[config.mk]
export PLATFORM = sky130hd
export DESIGN_NAME = pkop_queue
export DESIGN_NICKNAME = d
export VERILOG_FILES = /design/src/hdl/pkop_pkg.sv /design/src/hdl/pkop_queue.sv
export SDC_FILE = /design/constraint.sdc
export NUM_CORES = 1
export LEC_CHECK = 0
export ABC_AREA = 1
export BUFFER_PORTS_ARGS = -buffer_cell sky130_fd_sc_hd__clkbuf_2
export CORE_MARGIN = 4
export CORE_UTILIZATION = 28
export DETAILED_ROUTE_END_ITERATION = 12
export SLEW_MARGIN = 25
export SYNTH_ARGS = -nofsm -noshare
export SYNTH_HDL_FRONTEND = slang
export SYNTH_SLANG_ARGS = --single-unit
[constraint.sdc]
create_clock -name clk -period 2.3 [get_ports clk]
set_input_delay 0.115 -clock clk [delete_from_list [all_inputs] [get_ports clk]]
set_output_delay 0.115 -clock clk [all_outputs]
set_load 0.03 [all_outputs]
[src/hdl/pkop_pkg.sv]
// Package for the per-key ordinal predictor: transaction structs, opcodes,
// job descriptors passed from front to back, and state machine encodings.
// No dependencies.
package pkop_pkg;

	localparam int HISTORY_DEPTH_DEF = 16;
	localparam int KEY_SLOTS_DEF     = 64;
	localparam int KEY_W_MAX         = 10;  // keys up to 1024 slots
	localparam int SLOT_W_MAX        = 6;   // ring up to 64 entries
	localparam int MAX_OUT           = 5;
	localparam int STRONG_COUNT      = 5;
	localparam int WEAK_COUNT        = 3;
	localparam int QUEUE_DEPTH       = 4;

	localparam logic [15:0] NOT_FOUND = 16'hFFFF;

	// Opcodes of the command port
	localparam logic [1:0] OP_RECORD   = 2'd0;
	localparam logic [1:0] OP_QUERY    = 2'd1;
	localparam logic [1:0] OP_DISABLE  = 2'd2;
	localparam logic [1:0] OP_RESERVED = 2'd3;  // ignored, no result

	typedef struct packed {
		logic [1:0]  opcode;
		logic [5:0]  key_index;
		logic [15:0] ordinal;
	} cmd_t;

	typedef struct packed {
		logic [15:0] candidate;
		logic        none_found;
		logic        last;
	} result_t;

	typedef enum logic [1:0] {
		JOB_RECORD,
		JOB_QUERY,
		JOB_NONE
	} job_kind_t;

	// slot holds the ring write slot for a record, the write pointer for a query
	typedef struct packed {
		job_kind_t               kind;
		logic [KEY_W_MAX-1:0]    key;
		logic [SLOT_W_MAX-1:0]   slot;
		logic                    full;
		logic [15:0]             ordinal;
	} job_t;

	typedef enum logic [1:0] {
		F_CLEAR,
		F_IDLE,
		F_ACT
	} front_state_t;

	typedef enum logic [2:0] {
		B_IDLE,
		B_LOAD,
		B_CMP,
		B_EVAL,
		B_EMIT
	} back_state_t;

endpackage

[src/hdl/pkop_queue.sv]
// Job queue between front and back end: small register FIFO.
// Uses pkop_pkg.
module pkop_queue (
	input  logic           clk,
	input  logic           arst_n,
	input  logic           push,
	input  pkop_pkg::job_t wr_job,
	input  logic           pop,
	output pkop_pkg::job_t head,
	output logic           full,
	output logic           empty
);
	import pkop_pkg::*;

	localparam int QW = $clog2(QUEUE_DEPTH);

	job_t          slots_q [QUEUE_DEPTH];
	logic [QW-1:0] wp_q, rp_q;
	logic [QW:0]   cnt_q;

	assign full  = (cnt_q == (QW+1)'(QUEUE_DEPTH));
	assign empty = (cnt_q == '0);
	assign head  = slots_q[rp_q];

	// Pointers and fill count
	always_ff @(posedge clk or negedge arst_n) begin
		if (!arst_n) begin
			wp_q  <= '0;
			rp_q  <= '0;
			cnt_q <= '0;
		end else begin
			if (push)
				wp_q <= wp_q + QW'(1);
			if (pop)
				rp_q <= rp_q + QW'(1);
			cnt_q <= cnt_q + (QW+1)'(push) - (QW+1)'(pop);
		end
	end

	// Entry storage
	always_ff @(posedge clk) begin
		if (push)
			slots_q[wp_q] <= wr_job;
	end

endmodule

======== Yosys cells after proc, flatten, opt, wreduce, memory -nomap -nowiden ========
Memories as Yosys holds them, arrays and structs flattened.
Cells that the tools add are included.
cells by class
  $add $sub $neg .......................... 4
  eq/ne operators ......................... 1
  multiplexer cells ....................... 2
  reduce and logical (&&, ||, !) cells .... 1
operators with widths
  operator                                     number
  adder 2 x 1 -> 2 bit, second input constant  2
  adder 3 x 1 -> 3 bit                         1
  equality test 3 bit, second input constant   1
  zero test 3 bit                              1
  subtractor 3 x 1 -> 3 bit                    1
  2-to-1 mux 1 bit                             2
word-level totals
  flip-flop bits (word level) ............. 7
  memory bits (writable) .................. 140
  memories kept ........................... 1
memory list
  name     words  width  rd ports  clocked after memory_dff  write ports  line              text
  slots_q  4      35     1         0                         1            pkop_queue.sv:17  job_t slots_q [QUEUE_DEPTH];

======== Logic depth before layout (Yosys ltp) ========
  depth in word-level cells ............... 2
  mapped depth ............................ 8

======== Worst setup path after synthesis ========
Ideal clock, no wire load.
  kind .................................... register -> register
  start ................................... register wp_q[0]
  end ..................................... memory slots_q[0][0] in the netlist's numbering (enable)
  library setup time ...................... 0.390 ns
  data arrival time ....................... 1.354 ns
  data required time ...................... 1.910 ns
  setup slack ............................. 0.556 ns
  stages on the path, launching flop included .. 5
  path buffers ............................ 0
  clock period less this slack ............ 1.744 ns
  path through ............................ dfrtp_1 -> inv_1 -> ha_1 -> nand2_1 -> inv_1
RTL lines
  element                   line              text
  start: declaration        pkop_queue.sv:18  logic [QW-1:0] wp_q, rp_q;
  start signal: assignment  pkop_queue.sv:33  wp_q <= wp_q + QW'(1);
  end: declaration          pkop_queue.sv:17
No word-level cell before the write port.

==> flow_metrics.tcl <==
set metrics [dict create \
    status "complete, no violations" \
    clock_latency_ns 0.41 \
    critical_path_required_ns 2.18 \
    final_cell_mix "nand2_1 (186), inv_1 (148), edfxtp_1 (140)" \
    syn2layout_area_growth_pct 26.1 \
    htree_levels 4 \
    final_util_pct 36.2 \
    rows 54 \
    synth_cells 594 \
    grt_first_pass_wirelength_um 20700 \
    grt-ovfl-total 0 \
    dp.cells 933 \
    syn_area_per_cell_sq_um 10.7 \
    fin_skew_ns 0.00578 \
    slew_headroom_pct 48.3 \
    fin_ws_ns 0.232 \
    grtUsageTotal_pct 10.9 \
    final_common_cell "nand2_1" \
    final.period_utilization_pct 89.9 \
    cts_buffers 17 \
    die_h_um 158 \
    crit_fanout 72 \
    syn-num-nets 640 \
    gp_congestion 0.684 \
    synth_area_sq_um 6330 \
    pre_cts_ws_ns 0.635 \
    final_cells 1002 \
    drt_iter0_markers 229 \
    hold_viol 0 \
    numClockSinks 147 \
    root_buffer "clkbuf_16" \
    critical-path-top-delay-family "buffers and inverters" \
    synth_cell_types 17 \
    slew_viol_final 0 \
    crit_path_cell_trace "buf_4, nand2_1, nand3_1, nand2_1, clkbuf_2" \
    critical_path_arrival_ns 1.95 \
    cts_setup_buffers 0 \
    cts.path.max_buffers 2 \
    first_global_vias 3972 \
    ys_warn_count 0 \
    cap_violations 0 \
    hpwl_um 8230 \
    via_count 3990 \
    drcViolationCount 0 \
    slowest_stage "buf_4" \
    fmax_mhz 484 \
    path_buf_inv 2 \
    antenna_found_initial 1 \
    rsz0062_at_grt "false" \
    crit_path_start_kind "flop" \
    fillers 2171 \
    wl_per_cell_um 13.1 \
    ir_worst_vdd_mv 0.529 \
    powerDensity_nw_per_um2 1320 \
    layout-drive-gt1-share_pct 16.5 \
    via_per_inst 3.98 \
    core-area_sq_um 22000 \
    hold_path.class "in -> reg" \
    io_buffer_count 75 \
    finalSetupTns_ns 0 \
    wl_um 13100 \
    cp-end-kind "output pin" \
    die_w_um 158 \
    dieArea_sq_um 25100 \
    tightest_slew_ns 0.776 \
    ios 76 \
    cp_common_cell "nand2_1" \
    leakage_nw 3.68 \
    crit_type "reg -> out" \
    initial_core_util_pct 28.7 \
    synth_seq_cells 147 \
    setup_viol 0 \
    cts_tree "yes" \
    final_nets 755 \
    dr.pass1.iters 4 \
    cp_slowest_stage_delay_ns 0.59 \
    layout_min_cycle_time_ns 2.07 \
    detail-route-antenna-nets 0 \
    path_clk_slew_ns 0.06 \
    grt_max_degree 73 \
    yosysSeqAreaShare_pct 69.2 \
]
-- final cells by class --
class / instances / area, sq um / area share, %
Antenna cell: 1 / 2.50 / 0.0313
Clock buffer: 18 / 429 / 5.38
Clock inverter: 13 / 186 / 2.34
Inverter: 154 / 583 / 7.30
Multi-Input combinational cell: 270 / 1190 / 14.9
Sequential cell: 147 / 4380 / 54.9
Tap cell: 280 / 350 / 4.39
Timing Repair Buffer: 119 / 861 / 10.8
-- registers in the layout (all words and copies together) (netlist names) --
name	flops
rp_q	2
slots_q	140
cnt_q	3
wp_q	2
-- report_power, final --
group / switching (mW) / leakage (nW) / internal, mW
registers: 0.140 / 1.37 / 3.52
logic: 2.94 / 2.03 / 1.09
clock network: 1.05 / 0.278 / 1.81
-- repair_timing --
item	CTS	global route
endpoints found under the setup margin	0	0
hold endpoints to repair	148	0
hold buffers	37	0
resized for setup	0	0
-- worst reg2reg max path, cell delays in order (launching register included) --
cell and delay, ns:
dfrtp_1 0.40, inv_1 0.11, ha_1 0.15, nand2_1 0.05
inv_2 0.37, buf_12 0.24
-- per-layer routing --
layer  wire, um  up-vias  GRT usage (%)
li1           -     2077              -
met1       6020     1860           13.0
met2       6520       46           18.8
met3        471        7           3.40
met4         89        0           3.41
met5          0        -              0
-- cells in the mapped netlist --
cell,n,area [sq um]
buf_4,3,22.5
clkbuf_2,1,5.00
inv_1,152,571
fa_1,1,20.0
clkbuf_4,1,7.51
ha_1,6,75.1
buf_2,9,45.0
nand3_1,71,355
nand2_1,186,698
dfrtp_1,7,175
xor2_1,3,26.3
buf_6,9,101
nor3_1,1,5.00
nor2_1,1,3.75
inv_4,2,12.5
o21ai_0,1,5.00
edfxtp_1,140,4200
-- logic make-up (layout without fill, tap and decap cells) --
kind of cell    count (synthesis)  after routing  share of synthesized area [%]
buf+inv                       177            304                           12.1
flops                         147            147                           69.2
fa+ha+maj                       7              7                           1.50
compound gates                  1              1                         0.0790
other cells                     0              1                              0
simple gates                  259            259                           16.8
xor+xnor                        3              3                          0.415
-- final timing paths --
check	endpoint	depth (start not counted)	slack [ns]	from
setup / recovery	head[9]	5	0.23	rp_q[0]
hold / removal	wp_q[0]	2	0.08	push
setup reg to reg	slots_q[1][24]	5	0.69	wp_q[1]
hold reg to reg	wp_q[0]	1	0.53	wp_q[0]
max in group asynchronous	rp_q[1]	2	1.98	arst_n
min in group asynchronous	cnt_q[2]	2	0.10	arst_n
-- metrics by stage --
stage / power, mW / hold slack [ns] / cell area (sq um)
floorplan: 6.67 / -0.181 / 6330
global placement: 7.76 / -0.0120 / 6990
detailed placement: 7.81 / -0.0146 / 6990
CTS: 10.7 / 0.0708 / 7980
global route: 11.2 / 0.0821 / 7980
finish: 10.5 / 0.0767 / 7980
No activity file was read; power rests on OpenSTA's default activity.
