--- config.mk ---
export PLATFORM = sky130hd
export DESIGN_NAME = pkop_front
export DESIGN_NICKNAME = d
export VERILOG_FILES = /design/src/hdl/pkop_pkg.sv /design/src/hdl/pkop_front.sv
export SDC_FILE = /design/constraint.sdc
export NUM_CORES = 1
export LEC_CHECK = 0
export BUFFER_PORTS_ARGS = -buffer_cell sky130_fd_sc_hd__buf_4
export CAP_MARGIN = 25
export CORE_MARGIN = 5
export CORE_UTILIZATION = 35
export CTS_BUF_LIST = sky130_fd_sc_hd__clkbuf_4
export CTS_CLUSTER_DIAMETER = 120
export CTS_CLUSTER_SIZE = 25
export DETAILED_ROUTE_END_ITERATION = 12
export GPL_TIMING_DRIVEN = 0
export PLACE_DENSITY = 0.5
export SLEW_MARGIN = 25
export SYNTH_ARGS = -nofsm -noshare
export SYNTH_HDL_FRONTEND = slang
export SYNTH_SLANG_ARGS = --single-unit
export TNS_END_PERCENT = 10
--- constraint.sdc ---
create_clock -name clk -period 5.23 [get_ports clk]
set_clock_uncertainty 0.2 [all_clocks]
set_input_delay 0.523 -clock clk [delete_from_list [all_inputs] [get_ports clk]]
set_output_delay 0.523 -clock clk [all_outputs]
set_load 0.1 [all_outputs]
--- src/hdl/pkop_pkg.sv ---
// Package for the per-key ordinal predictor: transaction structs, opcodes,
// job descriptors passed from front to back, and state machine encodings.
// No dependencies.
package pkop_pkg;

	localparam int HISTORY_DEPTH_DEF = 16;
	localparam int KEY_SLOTS_DEF     = 64;
	localparam int KEY_W_MAX         = 10;  // keys up to 1024 slots
	localparam int SLOT_W_MAX        = 6;   // ring up to 64 entries
	localparam int MAX_OUT           = 5;
	localparam int STRONG_COUNT      = 5;
	localparam int WEAK_COUNT        = 3;
	localparam int QUEUE_DEPTH       = 4;

	localparam logic [15:0] NOT_FOUND = 16'hFFFF;

	// Opcodes of the command port
	localparam logic [1:0] OP_RECORD   = 2'd0;
	localparam logic [1:0] OP_QUERY    = 2'd1;
	localparam logic [1:0] OP_DISABLE  = 2'd2;
	localparam logic [1:0] OP_RESERVED = 2'd3;  // ignored, no result

	typedef struct packed {
		logic [1:0]  opcode;
		logic [5:0]  key_index;
		logic [15:0] ordinal;
	} cmd_t;

	typedef struct packed {
		logic [15:0] candidate;
		logic        none_found;
		logic        last;
	} result_t;

	typedef enum logic [1:0] {
		JOB_RECORD,
		JOB_QUERY,
		JOB_NONE
	} job_kind_t;

	// slot holds the ring write slot for a record, the write pointer for a query
	typedef struct packed {
		job_kind_t               kind;
		logic [KEY_W_MAX-1:0]    key;
		logic [SLOT_W_MAX-1:0]   slot;
		logic                    full;
		logic [15:0]             ordinal;
	} job_t;

	typedef enum logic [1:0] {
		F_CLEAR,
		F_IDLE,
		F_ACT
	} front_state_t;

	typedef enum logic [2:0] {
		B_IDLE,
		B_LOAD,
		B_CMP,
		B_EVAL,
		B_EMIT
	} back_state_t;

endpackage

--- src/hdl/pkop_front.sv ---
// Front end: accepts commands, keeps per-key metadata (pointer, fill, present,
// disabled) in a memory, and issues jobs to the back end. Uses pkop_pkg.
module pkop_front #(
	parameter int HISTORY_DEPTH = pkop_pkg::HISTORY_DEPTH_DEF,
	parameter int KEY_SLOTS     = pkop_pkg::KEY_SLOTS_DEF
) (
	input  logic          clk,
	input  logic          arst_n,
	input  logic          start,
	input  pkop_pkg::cmd_t cmd,
	output logic          busy,
	output pkop_pkg::job_t job,
	output logic          push,
	input  logic          q_full
);
	import pkop_pkg::*;

	localparam int KW = (KEY_SLOTS > 1) ? $clog2(KEY_SLOTS) : 1;
	localparam int PW = $clog2(HISTORY_DEPTH);
	localparam int MW = PW + 3;
	localparam int M_PRES = MW - 1;
	localparam int M_DIS  = MW - 2;
	localparam int M_FULL = MW - 3;

	logic [MW-1:0] meta_mem [KEY_SLOTS];

	front_state_t state_q, state_d;
	logic [KW-1:0] clr_q;
	cmd_t          cmd_q;
	logic [MW-1:0] meta_q;

	logic          accept, in_range, need_push, done;
	logic          meta_we;
	logic [KW-1:0] meta_wa;
	logic [MW-1:0] meta_wd;
	logic [PW-1:0] ptr, ptr_nxt;
	logic          wrap;

	assign accept   = start && !busy;
	assign busy     = (state_q != F_IDLE);
	assign in_range = (int'(cmd_q.key_index) < KEY_SLOTS);
	assign ptr      = meta_q[PW-1:0];
	assign wrap     = (ptr == PW'(HISTORY_DEPTH - 1));
	assign ptr_nxt  = wrap ? '0 : ptr + PW'(1);

	// State register
	always_ff @(posedge clk or negedge arst_n) begin
		if (!arst_n) begin
			state_q <= F_CLEAR;
			clr_q   <= '0;
		end else begin
			state_q <= state_d;
			if (state_q == F_CLEAR)
				clr_q <= clr_q + KW'(1);
		end
	end

	// Command capture and metadata memory
	always_ff @(posedge clk) begin
		if (accept) begin
			cmd_q  <= cmd;
			meta_q <= meta_mem[KW'(cmd.key_index)];
		end
		if (meta_we)
			meta_mem[meta_wa] <= meta_wd;
	end

	// Next state, metadata update and job issue
	always_comb begin
		state_d      = state_q;
		meta_we      = 1'b0;
		meta_wa      = KW'(cmd_q.key_index);
		meta_wd      = meta_q;
		need_push    = 1'b0;
		done         = 1'b0;
		job.kind     = JOB_NONE;
		job.key      = KEY_W_MAX'(cmd_q.key_index);
		job.slot     = SLOT_W_MAX'(ptr);
		job.full     = meta_q[M_FULL];
		job.ordinal  = cmd_q.ordinal;
		case (state_q)
			F_CLEAR: begin
				meta_we = 1'b1;
				meta_wa = clr_q;
				meta_wd = '0;
				if (clr_q == KW'(KEY_SLOTS - 1))
					state_d = F_IDLE;
			end
			F_IDLE: begin
				if (accept)
					state_d = F_ACT;
			end
			F_ACT: begin
				case (cmd_q.opcode)
					OP_RECORD: begin
						if (in_range) begin
							need_push         = 1'b1;
							job.kind          = JOB_RECORD;
							meta_we           = 1'b1;
							meta_wd[PW-1:0]   = ptr_nxt;
							meta_wd[M_FULL]   = meta_q[M_FULL] | wrap;
							meta_wd[M_PRES]   = 1'b1;
						end
					end
					OP_QUERY: begin
						need_push = 1'b1;
						if (in_range && meta_q[M_PRES] && !meta_q[M_DIS])
							job.kind = JOB_QUERY;
					end
					OP_DISABLE: begin
						if (in_range && meta_q[M_PRES]) begin
							meta_we        = 1'b1;
							meta_wd[M_DIS] = 1'b1;
						end
					end
					default: ;
				endcase
				done = !need_push || !q_full;
				if (!done)
					meta_we = 1'b0;
				else
					state_d = F_IDLE;
			end
			default: state_d = F_IDLE;
		endcase
		push = (state_q == F_ACT) && need_push && !q_full;
	end

endmodule

Yosys cells after proc, flatten, opt, wreduce, memory -nomap -nowiden
Memory sizes are Yosys's and may differ from the RTL's. A register that Yosys moved wholly into a read port is not among the register bits.
Cells that the tools add are included.
- add/sub/neg operators: 2
- multipliers: 0
- divide/modulo/power cells: 0
- $lt $le $gt $ge: 0
- eq/ne operators: 10
- shift-type cells: 0
- mux-type cells: 23
- bitwise logic cells: 1
- reductions and logical operators: 13
- operator list (operator ; count):
    $pmux W7 S2 ; 1
    $mux W1 ; 10
    $mux W2 ; 5
    $add A6 B1 Y6 const B ; 1
    $eq A6 B6 Y1 const B ; 1
    $mux W6 ; 1
    $pmux W2 S3 ; 1
    $mux W5 ; 1
    $add A4 B1 Y4 const B ; 1
    $eq A2 B1 Y1 const B ; 2
    $eq A2 B2 Y1 const B ; 2
    $eq A4 B4 Y1 const B ; 1
    $logic_and A1 B1 Y1 ; 4
    $logic_not A1 Y1 ; 4
    $logic_not A2 Y1 ; 2
    $mux W4 ; 1
    $ne A2 B1 Y1 const B ; 2
    $ne A2 B2 Y1 const B ; 2
    $pmux W1 S2 ; 2
    $pmux W2 S2 ; 1
    $reduce_and A3 Y1 ; 1
    $reduce_or A2 Y1 ; 1
    $logic_or A1 B1 Y1 ; 1
    $or A1 B1 Y1 ; 1
- register bits: 32
- bits in latches: 0
- memory bits (writable): 448
- memory bits (read-only): 0
- bits of input ports: 28
- output and inout port bits: 37
- memories: 1
- memories (memory ; words ; width ; rd ports ; clocked after Yosys merged registers in ; write ports ; RTL line ; source):
    meta_mem ; 64 ; 7 ; 1 ; 1 ; 1 ; pkop_front.sv:25 ; logic [MW-1:0] meta_mem [KEY_SLOTS];

Depth between registers and ports, before layout
Gate-level depths: netlist (run 1).
- depth after elaboration: 10
- gate-level depth with buffers: 9

Worst setup path before layout (run 1)
OpenSTA, ideal clock, no wires.
- kind: register to output
- start: register state_q[0]
- end: output job[33] (netlist bit)
- data arrival time: 3704 ps
- data required time: 4507 ps
- slack: 803 ps
- stages on the path, launching flop included: 5
- cell sequence: dfrtp_1 > clkbuf_1 > nor2_1 > nand2_1 > nor4_1
- RTL lines (element ; RTL line ; source):
    start, declared ; pkop_front.sv:27 ; front_state_t state_q, state_d;
    start signal, assigned ; pkop_front.sv:52 ; state_q <= state_d;
    end, declared ; pkop_front.sv:12 ; output pkop_pkg::job_t job,

Worst setup path in the final report (run 1)
- start: register state_q[1]
- end: memory meta_mem[40][3] (netlist bit), enable pin
- word-level cells in the longest chain between the ends: 4
- elaborated cells between the ends (all ways): 6
- those cells by class: 1 x eq/ne; 4 x mux; 1 x reduce/logical
- ends and longest elaborated chain (element ; RTL line ; source):
    $eq A2 B2 Y1 or $logic_not A2 Y1 (tied branches) ; n/a ;
    $pmux W1 S2 ; pkop_front.sv:81 ; case (state_q)
    $mux W1 ; pkop_front.sv:64 ; if (meta_we)
    $mux W1 (not written as such) ; pkop_front.sv:65 ; meta_mem[meta_wa] <= meta_wd;
    end, declared ; pkop_front.sv:25 ;
Parallel ways exist; a longest one is shown, timed or not.

==> results.toml, run 1 <==
[grt]
grt_usage_pct = 16.65
grt_pass1_vias = 10080
antenna_found_initial = 2
grt-ovfl-total = 0
grt_start_max_net_pins = 65
grt_pass1_wl_mm = 73.37

[sta]
worst_slack_ns = 1.550
slew_viol_final = 0
rsz0062_at_grt = "no"
hold_violations = 0
tns_ns = 0
slew_headroom_pct = 38.62
finalCriticalPeriod_ns = 3.680
fin_crit_sh_pct = 70.37
worst_pin_slew_ns = 0.8974
fmax_ghz = 0.2717
finalHoldWorstSlack_ns = 0.1993
setup_viol = 0

[power]
p_sw_mw = 2.798
finalPower_mw = 8.622
intPower_mw = 5.824
combPwrFrac_pct = 24.7
clkPwrFrac_pct = 16.1
p_seq_share_pct = 59.2
swShare_pct = 32.45
peakVddDrop_mv = 0.3520
powerDensity_nw_per_um2 = 399.4
power_leakage_nw = 6.755

[route]
post_drt_wl_per_cell_microns = 27.04
drt_first_pass_iters = 5
viasPerCell = 5.309
totalWireLength_mm = 50.81
drc = 0
ant_nets = 0
vias = 9975
drt-initial-drc-count = 1061

[finish]
area_delta_synth_final_pct = 11.12
multi_input_area_sq_um = 4362
regArea_sq_um = 14580
final_nets = 1151
drive_gt1_share_pct = 24.96
post-route-cell-area_sq_um = 21590
fillers = 5030

[worst_setup_path]
rr_startpoint = "state_q[1]$_DFFE_PN0P_"
worstPathMaxFanout = 10
cp-startpoint = "state_q[1]$_DFFE_PN0P_"
crit_slowest_cell = "nor2_1"
slowest_delay_ns = 0.81
arrival_ns = 3.92
required_ns = 5.47
endpoint_kind = "flip-flop"
setup.worst_path.start_class = "flip-flop"
crit_chain = "clkbuf_1 -> nor2_1 -> clkbuf_1 -> o31ai_1 -> nand2_1 -> nor2_1"
path_class = "flip-flop to flip-flop"

[clock_network]
htree_levels = 1
clkSlewWorstSetupHoldPaths_ns = 0.29
cts_buffers = 23
cts_resized = 0
cts_tree = "built"
cts-root-buf = "clkbuf_4"
cts_sinks = 487
clk_path_buf_depth = 3
clock_latency_ns = 0.86

[yosys]
ys_warn_count = 0
yosys.area.top_type = "edfxtp_1"
avgSynthCellArea_sq_um = 19.47
synth.cell_area_sq_um = 19430
synthFlopType = "edfxtp_1"
synth.area.top_cells = "edfxtp_1 74%, mux4_2 12%, nor2_1 1.6%"
synth_cell_types = 54
synth_edf_count = 479
seq_area_frac_synth_pct = 75.06
synth_async_sr_flop_share_pct = 1.643
synth-seq-cells = 487
synth_top_area_share_pct = 74.03
synthCells = 998

[placed_design]
port_buffers = 58
dpl_cell_area_sq_um = 21050
pre_cts_slack_ns = 1.378
globalplace.congestion = 0.8830
place.detailed.hpwl_mm = 34.01

[die]
dieWidth_microns = 245.6
dieArea_sq_um = 60320
io_pins = 65
core-area_sq_um = 55090
start_util_pct = 35.27
die_h_microns = 245.6
rows = 86

[outcome]
status = "completed"

[min_path]
hp-class = "input port to flip-flop"
hp-start = "cmd[1]"

[flow_run]
drv_cap = 0
[power groups by stage]
stage          Combinational (mW)  Clock [mW]  Sequential [mW]
5_1_grt                      2.27        1.59             5.13
3_5_place_dp                 2.13           0             5.19
2_1_floorplan                1.24           0             5.17
4_1_cts                      2.15        1.45             5.10
6_report                     2.13        1.39             5.10
3_3_place_gp                 1.91           0             5.26
[critical path: cells and delay by family (launching register included)]
family                 cells  cell delay (ns)
AND/OR/NAND/NOR            3             1.54
buffers and inverters      2             0.73
flip-flops                 1             0.45
AO/OA/AOI/OAI              1             0.34
[metrics by stage]
stage / util, % / instances
after floorplan: - / 1003
after global routing: 39.19 / 1879
after global placement: 37.79 / 1809
after CTS: 39.18 / 1878
final: 39.19 / 1879
after detailed placement: 38.20 / 1816
[worst paths after layout]
check | endpoint | slack (ns) | depth (start not counted)
min in group asynchronous | clr_q[0]$_DFFE_PN0P_ | 0.39 | 3
max in group asynchronous | clr_q[2]$_DFFE_PN0P_ | 4.15 | 3
setup / recovery | meta_mem[40][3]$_DFFE_PP_ | 1.55 | 6
hold reg to reg | clr_q[5]$_DFFE_PN0P_ | 0.37 | 1
hold / removal | job[1]$_DFFE_PP_ | 0.20 | 2
setup reg to reg | meta_mem[40][3]$_DFFE_PP_ | 1.55 | 6
[final cells by class]
class	count	area share (%)
well taps	748	4.335
clock buffers	32	1.113
inverters	7	0.1217
multi-input cells	428	20.20
clock inverters	2	0.09273
plain buffers	81	2.504
flip-flops and latches	487	67.55
diodes	1	0.01159
repair buffers	93	4.068
[flip-flops by register name, indices dropped and copies added (netlist names)]
| register | cells |
|---|---|
| meta_q | 7 |
| meta_mem | 448 |
| job | 22 |
| state_q | 2 |
| clr_q | 6 |
| cmd_q | 2 |
[kinds of logic after synthesis]
logic type | after synthesis | synth area share, %
flops | 487 | 75.06
simple gates | 195 | 4.572
mux | 122 | 13.47
compound gates | 98 | 3.600
buf+inv | 88 | 2.917
xor+xnor | 5 | 0.2254
fa+ha+maj | 2 | 0.1288
other cells | 1 | 0.01930
[routing by layer]
metal	vias to the layer above	track usage [%]	share of wire, %
met5	-	0	0.067
met4	4	3.725	2.3
met3	62	2.826	6.8
met2	382	26.55	47
met1	5277	24.25	44
li1	4250	-	-
[timing repair]
item | in CTS | in global routing
hold buffers | 28 | 0
setup buffers | 0 | 0
endpoints found under the hold margin | 45 | 0
[synth_stat cells (2+ instances only)]
| cell | count |
|---|---|
| a2111oi_0 | 4 |
| a211oi_1 | 4 |
| a21oi_1 | 4 |
| a22o_1 | 7 |
| a22oi_1 | 9 |
| a31oi_1 | 11 |
| buf_12 | 2 |
| buf_2 | 15 |
| buf_4 | 39 |
| buf_6 | 5 |
| clkbuf_1 | 18 |
| dfrtp_1 | 8 |
| edfxtp_1 | 479 |
| ha_1 | 2 |
| inv_1 | 7 |
| mux2i_1 | 11 |
| mux4_1 | 5 |
| mux4_2 | 105 |
| nand2_1 | 45 |
| nand2b_1 | 6 |
| nand3_1 | 17 |
| nand3b_1 | 7 |
| nand4_1 | 5 |
| nor2_1 | 82 |
| nor2b_1 | 11 |
| nor3_1 | 9 |
| nor4_1 | 3 |
| o21a_1 | 3 |
| o21ai_0 | 16 |
| o21ai_1 | 5 |
| o221ai_1 | 7 |
| o22ai_1 | 16 |
| o31a_1 | 2 |
| o31ai_1 | 2 |
| or2_2 | 2 |
| or3_1 | 3 |
| xnor2_1 | 5 |
[cells in the final DEF, fill, tap and decap left out, drive strengths merged, types with 8 or more instances in the layout]
master and count:
nand3 17, nor2b 12, dfrtp 8, a22oi 9, nor3 9, edfxtp 479, dlygate4sd3 28, o21ai 21
clkbuf 51, nor2 82, mux4 110, nand2 45, a31oi 11, mux2i 11, buf 127, inv 8
o22ai 16
Power figures use the tool's default switching activity.
==> run 2, diff against run 1 <==
==> constraint.sdc (replaced) <==
create_clock -name clk -period 3.8 [get_ports clk]
set_clock_uncertainty 0.2 [all_clocks]
set_input_delay 0.38 -clock clk [delete_from_list [all_inputs] [get_ports clk]]
set_output_delay 0.38 -clock clk [all_outputs]
set_load 0.1 [all_outputs]
==> run 2 against run 1 <==
Against the previous run:
- via count up 0.43%
- die area unchanged
- fmax is 3.8% higher
- sequential power rose by 38%
- flip-flop and latch count did not move
- worst setup slack got worse by 1.3 ns
- global-route usage is essentially flat
- combinational power is 41% higher
==> results.toml, run 2 (same netlist as run 1, synthesis figures left out) <==
[clock_network]
cts-root-buf = "clkbuf_4"
cts_tree = "built"
cts_buffers = 23
htree_levels = 1
cts_hold_buf = 28
clk_path_buf_depth = 3
postCtsSetupBuffers = 0
cts_resized = 0
clock_latency_ns = 0.83
cts_sinks = 487
clkSlewWorstSetupHoldPaths_ns = 0.25

[die]
dieWidth_microns = 245.6
rows = 86
dieArea_sq_um = 60320
start_util_pct = 35.27
core-area_sq_um = 55090
die_h_microns = 245.6
io_pins = 65

[sta]
finalCriticalPeriod_ns = 3.546
fin_crit_sh_pct = 93.31
setup_viol = 0
slew_headroom_pct = 41.60
finalHoldWorstSlack_ns = 0.05717
slew_viol_final = 0
fmax_ghz = 0.2820
worst_pin_slew_ns = 0.8728
hold_violations = 0
rsz0062_at_grt = "no"
tns_ns = 0

[min_path]
hp-class = "input port to flip-flop"

[placed_design]
globalplace.congestion = 0.8833
port_buffers = 58
placed_cells = 1818
place.detailed.hpwl_mm = 34.19

[grt]
grt_pass1_wl_mm = 72.80
grt-ovfl-total = 0
grt_usage_pct = 16.66
grt_pass1_vias = 9970
grt_start_max_net_pins = 65
antenna_found_initial = 3

[finish]
area_delta_synth_final_pct = 11.31
drive_gt1_share_pct = 25.04
largest_reg_flops = 448
regMostFlops = "meta_mem"
final_common_cell = "edfxtp_1"
final_nets = 1153
utilization_pct = 39.25
layout_common_cells = "479 x edfxtp_1, 105 x mux4_2, 97 x buf_4"
fin_cells = 1881

[power]
peakVddDrop_mv = 0.4265
powerDensity_nw_per_um2 = 549.8
power_leakage_nw = 6.761

[route]
drt_first_pass_iters = 5
totalWireLength_mm = 51.13
ant_nets = 0
viasPerCell = 5.326
drc = 0
drt-initial-drc-count = 1080
post_drt_wl_per_cell_microns = 27.18
vias = 10020

[flow_run]
drv_cap = 0

[worst_setup_path]
path_class = "flip-flop to flip-flop"
required_ns = 4.09
endpoint_kind = "flip-flop"
slowest_delay_ns = 0.83
crit_slowest_cell = "nor2_1"
arrival_ns = 3.83
setup.worst_path.start_class = "flip-flop"
crit_chain = "clkbuf_1 -> nor2_1 -> clkbuf_1 -> o21ai_0 -> nand2_1 -> nor2_1"
worstPathMaxFanout = 10

[outcome]
status = "completed"
[run 2: cell count changes in the layout (fill, tap and decap cells not counted), sizes merged]
cell      previous run  this run
clkbuf              51        48
clkinvlp             0         1
buf                127       129
diode                1         3
clkinv               1         0
inv                  8         9
[run 2: critical path: cells and delay by family, from the launching register on]
family | cells | cell delay, ns
AO/OA/AOI/OAI | 1 | 0.31
buffers and inverters | 2 | 0.73
flip-flops | 1 | 0.45
AND/OR/NAND/NOR | 3 | 1.51
[run 2: metrics by stage]
step                setup slack, ns  power, mW  area, sq um
floorplan                    0.3306      8.825        19450
global placement             -1.812      9.889        20830
detailed placement           0.1540      10.15        21100
CTS                          0.2805      11.96        21620
global route                0.02580      12.34        21630
finish                       0.2542      11.89        21630
[run 2: power by group]
| group | total, mW | internal (mW) | switching, mW |
|---|---|---|---|
| registers | 7.02 | 6.87 | 0.151 |
| logic | 3.01 | 0.796 | 2.21 |
| clock network | 1.86 | 0.356 | 1.51 |
[run 2: worst paths after layout]
kind,start,end,slack [ns],depth (start not counted)
setup / recovery,state_q[1]$_DFFE_PN0P_,meta_mem[12][0]$_DFFE_PP_,0.25,6
hold / removal,cmd[8],job[8]$_DFFE_PP_,0.06,2
setup reg to reg,state_q[1]$_DFFE_PN0P_,meta_mem[12][0]$_DFFE_PP_,0.25,6
hold reg to reg,clr_q[5]$_DFFE_PN0P_,clr_q[5]$_DFFE_PN0P_,0.36,1
max in group asynchronous,arst_n,clr_q[4]$_DFFE_PN0P_,2.81,3
min in group asynchronous,arst_n,state_q[0]$_DFFE_PN0P_,0.31,3
[run 2: metal layers]
metal / up-vias / share of wire, % / routed length (microns) / global-route usage (%)
li1: 4264 / - / - / -
met1: 5289 / 45 / 22800 / 24.69
met2: 396 / 45 / 23240 / 25.64
met3: 69 / 7.1 / 3614 / 3.130
met4: 0 / 2.9 / 1481 / 4.152
met5: - / 0 / 0 / 0
[run 2: area by class of cell]
cell class | count | area [sq um]
fillers | 5011 | 33470
flip-flops and latches | 487 | 14580
multi-input cells | 428 | 4368
well taps | 748 | 935.9
repair buffers | 95 | 925.9
plain buffers | 81 | 540.5
clock buffers | 29 | 217.7
inverters | 7 | 26.28
clock inverters | 3 | 20.02
diodes | 3 | 7.507
==> run 3, diff against run 2 <==
--- a/config.mk
+++ b/config.mk
@@ -7,6 +7,7 @@
 export LEC_CHECK = 0
 export BUFFER_PORTS_ARGS = -buffer_cell sky130_fd_sc_hd__buf_4
 export CAP_MARGIN = 25
+export CORE_ASPECT_RATIO = 1.5
 export CORE_MARGIN = 5
 export CORE_UTILIZATION = 35
 export CTS_BUF_LIST = sky130_fd_sc_hd__clkbuf_4
==> run 3 against run 2 <==
Against the previous run:
- register-to-register slack got worse by 0.09 ns
- worst setup slack got worse by 0.086 ns
- count of clock-buffer cells in the layout is 11 higher
- flip-flop and latch count unchanged
- die area is 0.16% higher
- final area increased by 0.79%
- first-iteration DRC count shrank 17%
- wire length grew 1.4%
- sequential share of layout area down 0.53 points
- critical path type unchanged
==> results.toml, run 3 (same netlist as run 1, synthesis figures left out) <==
[outcome]
status = "completed"

[sta]
rsz0062_at_grt = "no"
slew_viol_final = 0
hold_violations = 0
finalCriticalPeriod_ns = 3.632
slew_headroom_pct = 22.31
fmax_ghz = 0.2753
fin_crit_sh_pct = 95.58
tns_ns = 0
worst_pin_slew_ns = 1.136
setup_viol = 0
worst_slack_ns = 0.1681

[placed_design]
place.detailed.hpwl_mm = 35.16
pre_cts_slack_ns = 0.09774
port_buffers = 58
globalplace.congestion = 0.8469
dpl_cell_area_sq_um = 21000

[die]
dieWidth_microns = 202.4
rows = 105
dieArea_sq_um = 60420
die_h_microns = 298.6
start_util_pct = 35.38
core-area_sq_um = 54920
io_pins = 65

[clock_network]
clk_path_buf_depth = 3
cts_tree = "built"
clkSlewWorstSetupHoldPaths_ns = 0.27
cts_buffers = 23
cts-root-buf = "clkbuf_4"
cts_sinks = 487
htree_levels = 1
postCtsSetupBuffers = 0
clock_latency_ns = 0.87

[grt]
grt_pass1_vias = 10130
grt_usage_pct = 16.80
grt_start_max_net_pins = 65
grt_pass1_wl_mm = 73.75
antenna_found_initial = 2
grt-ovfl-total = 0

[route]
viasPerCell = 5.356
post_drt_wl_per_cell_microns = 28.01
vias = 9919
drt-initial-drc-count = 896
totalWireLength_mm = 51.87
drt_first_pass_iters = 8
drc = 0
ant_nets = 0

[finish]
post-route-cell-area_sq_um = 21800
final_nets = 1170
largest_reg_flops = 448
fillers = 4987
drive_gt1_share_pct = 25.26
multi_input_area_sq_um = 4373
regMostFlops = "meta_mem"
regArea_sq_um = 14580
area_delta_synth_final_pct = 12.18
layout_common_cells = "479 x edfxtp_1, 105 x mux4_2, 97 x buf_4"
final_common_cell = "edfxtp_1"

[worst_setup_path]
path_class = "flip-flop to flip-flop"
setup.worst_path.start_class = "flip-flop"
rr_startpoint = "state_q[1]$_DFFE_PN0P_"
arrival_ns = 3.84
worstPathMaxFanout = 10
required_ns = 4.01
endpoint_kind = "flip-flop"
timing.rr.end = "meta_mem[62][2]$_DFFE_PP_"
worst_r2r_path_depth = 6
rrSetupSlack_ns = 0.17

[min_path]
hold_depth = 2
hp-class = "input port to flip-flop"
hp-start = "cmd[17]"
hold_end = "job[24]$_DFFE_PP_"

[power]
peakVddDrop_mv = 0.2927
powerDensity_nw_per_um2 = 550.4
power_leakage_nw = 6.875

[flow_run]
drv_cap = 0
==> run 3: changes by cell type in the layout (fill, tap and decap cells not counted), sizes merged <==
cell         delta
dlygate4sd3    +19
clkbuf         +11
buf             -2
diode           -2
inv             -2
clkinv          +1
clkinvlp        -1
==> run 3: worst max path at each step <==
stage                                       from                   endpoint  slack (ns)
after floorplan           state_q[1]$_DFFE_PN0P_     state_q[0]$_DFFE_PN0P_        0.33
after global placement    state_q[1]$_DFFE_PN0P_   meta_mem[2][6]$_DFFE_PP_       -1.71
after detailed placement                 cmd[17]        meta_q[3]$_DFFE_PP_         0.1
after CTS                 state_q[0]$_DFFE_PN0P_  meta_mem[59][6]$_DFFE_PP_        0.23
after global routing      state_q[1]$_DFFE_PN0P_  meta_mem[62][2]$_DFFE_PP_       0.004
final                     state_q[1]$_DFFE_PN0P_  meta_mem[62][2]$_DFFE_PP_        0.17
==> run 3: layout make-up <==
cell class,count,share of cell area (%)
Tap cell,695,3.990
Timing Repair Buffer,112,4.971
Buffer,81,2.480
Antenna cell,1,0.01148
Multi-Input combinational cell,428,20.06
Inverter,7,0.1206
Clock buffer,40,1.378
Clock inverter,1,0.07463
Sequential cell,487,66.91
==> run 3: timing repair <==
action	4_1_cts	5_1_grt
setup endpoints to repair	0	3
gates resized for setup	0	2
hold buffers	46	1
endpoints found under the hold margin	66	1
==> run 3: metrics by stage <==
stage                     power [mW]  hold WS, ns  cells  utilization, %
after CTS                      12.13     0.001634   1850           39.66
after global placement         9.874     0.001715   1756           37.80
final                          12.00      0.03724   1852           39.69
after detailed placement       10.11     0.006295   1763           38.24
after floorplan                8.825      -0.1156   1003               -
after global routing           12.48     0.007046   1852           39.69
==> run 3: worst max-delay path, stage by stage, from the launching register on <==
cell and delay, ns:
dfrtp_1 0.44, clkbuf_1 0.46, nor2_1 0.22, clkbuf_1 0.28, o21ai_0 0.31, nand2_1 0.49
nor2_1 0.78
==> run 3: where the power goes <==
| part | switching (mW) | leakage, nW | total, mW | internal [mW] |
|---|---|---|---|---|
| Clock | 1.53 | 0.191 | 2.01 | 0.474 |
| Combinational | 2.18 | 2.22 | 2.97 | 0.782 |
| Sequential | 0.149 | 4.47 | 7.03 | 6.88 |
| Total | 3.86 | 6.88 | 12.0 | 8.13 |
==> run 3: layer usage <==
metal | vias up | global-route usage, % | wire length (microns)
met5 | - | 0 | 0
met4 | 0 | 7.425 | 2591
met3 | 85 | 2.158 | 2337
met2 | 331 | 29.69 | 26730
met1 | 5209 | 20.66 | 20210
li1 | 4294 | - | -
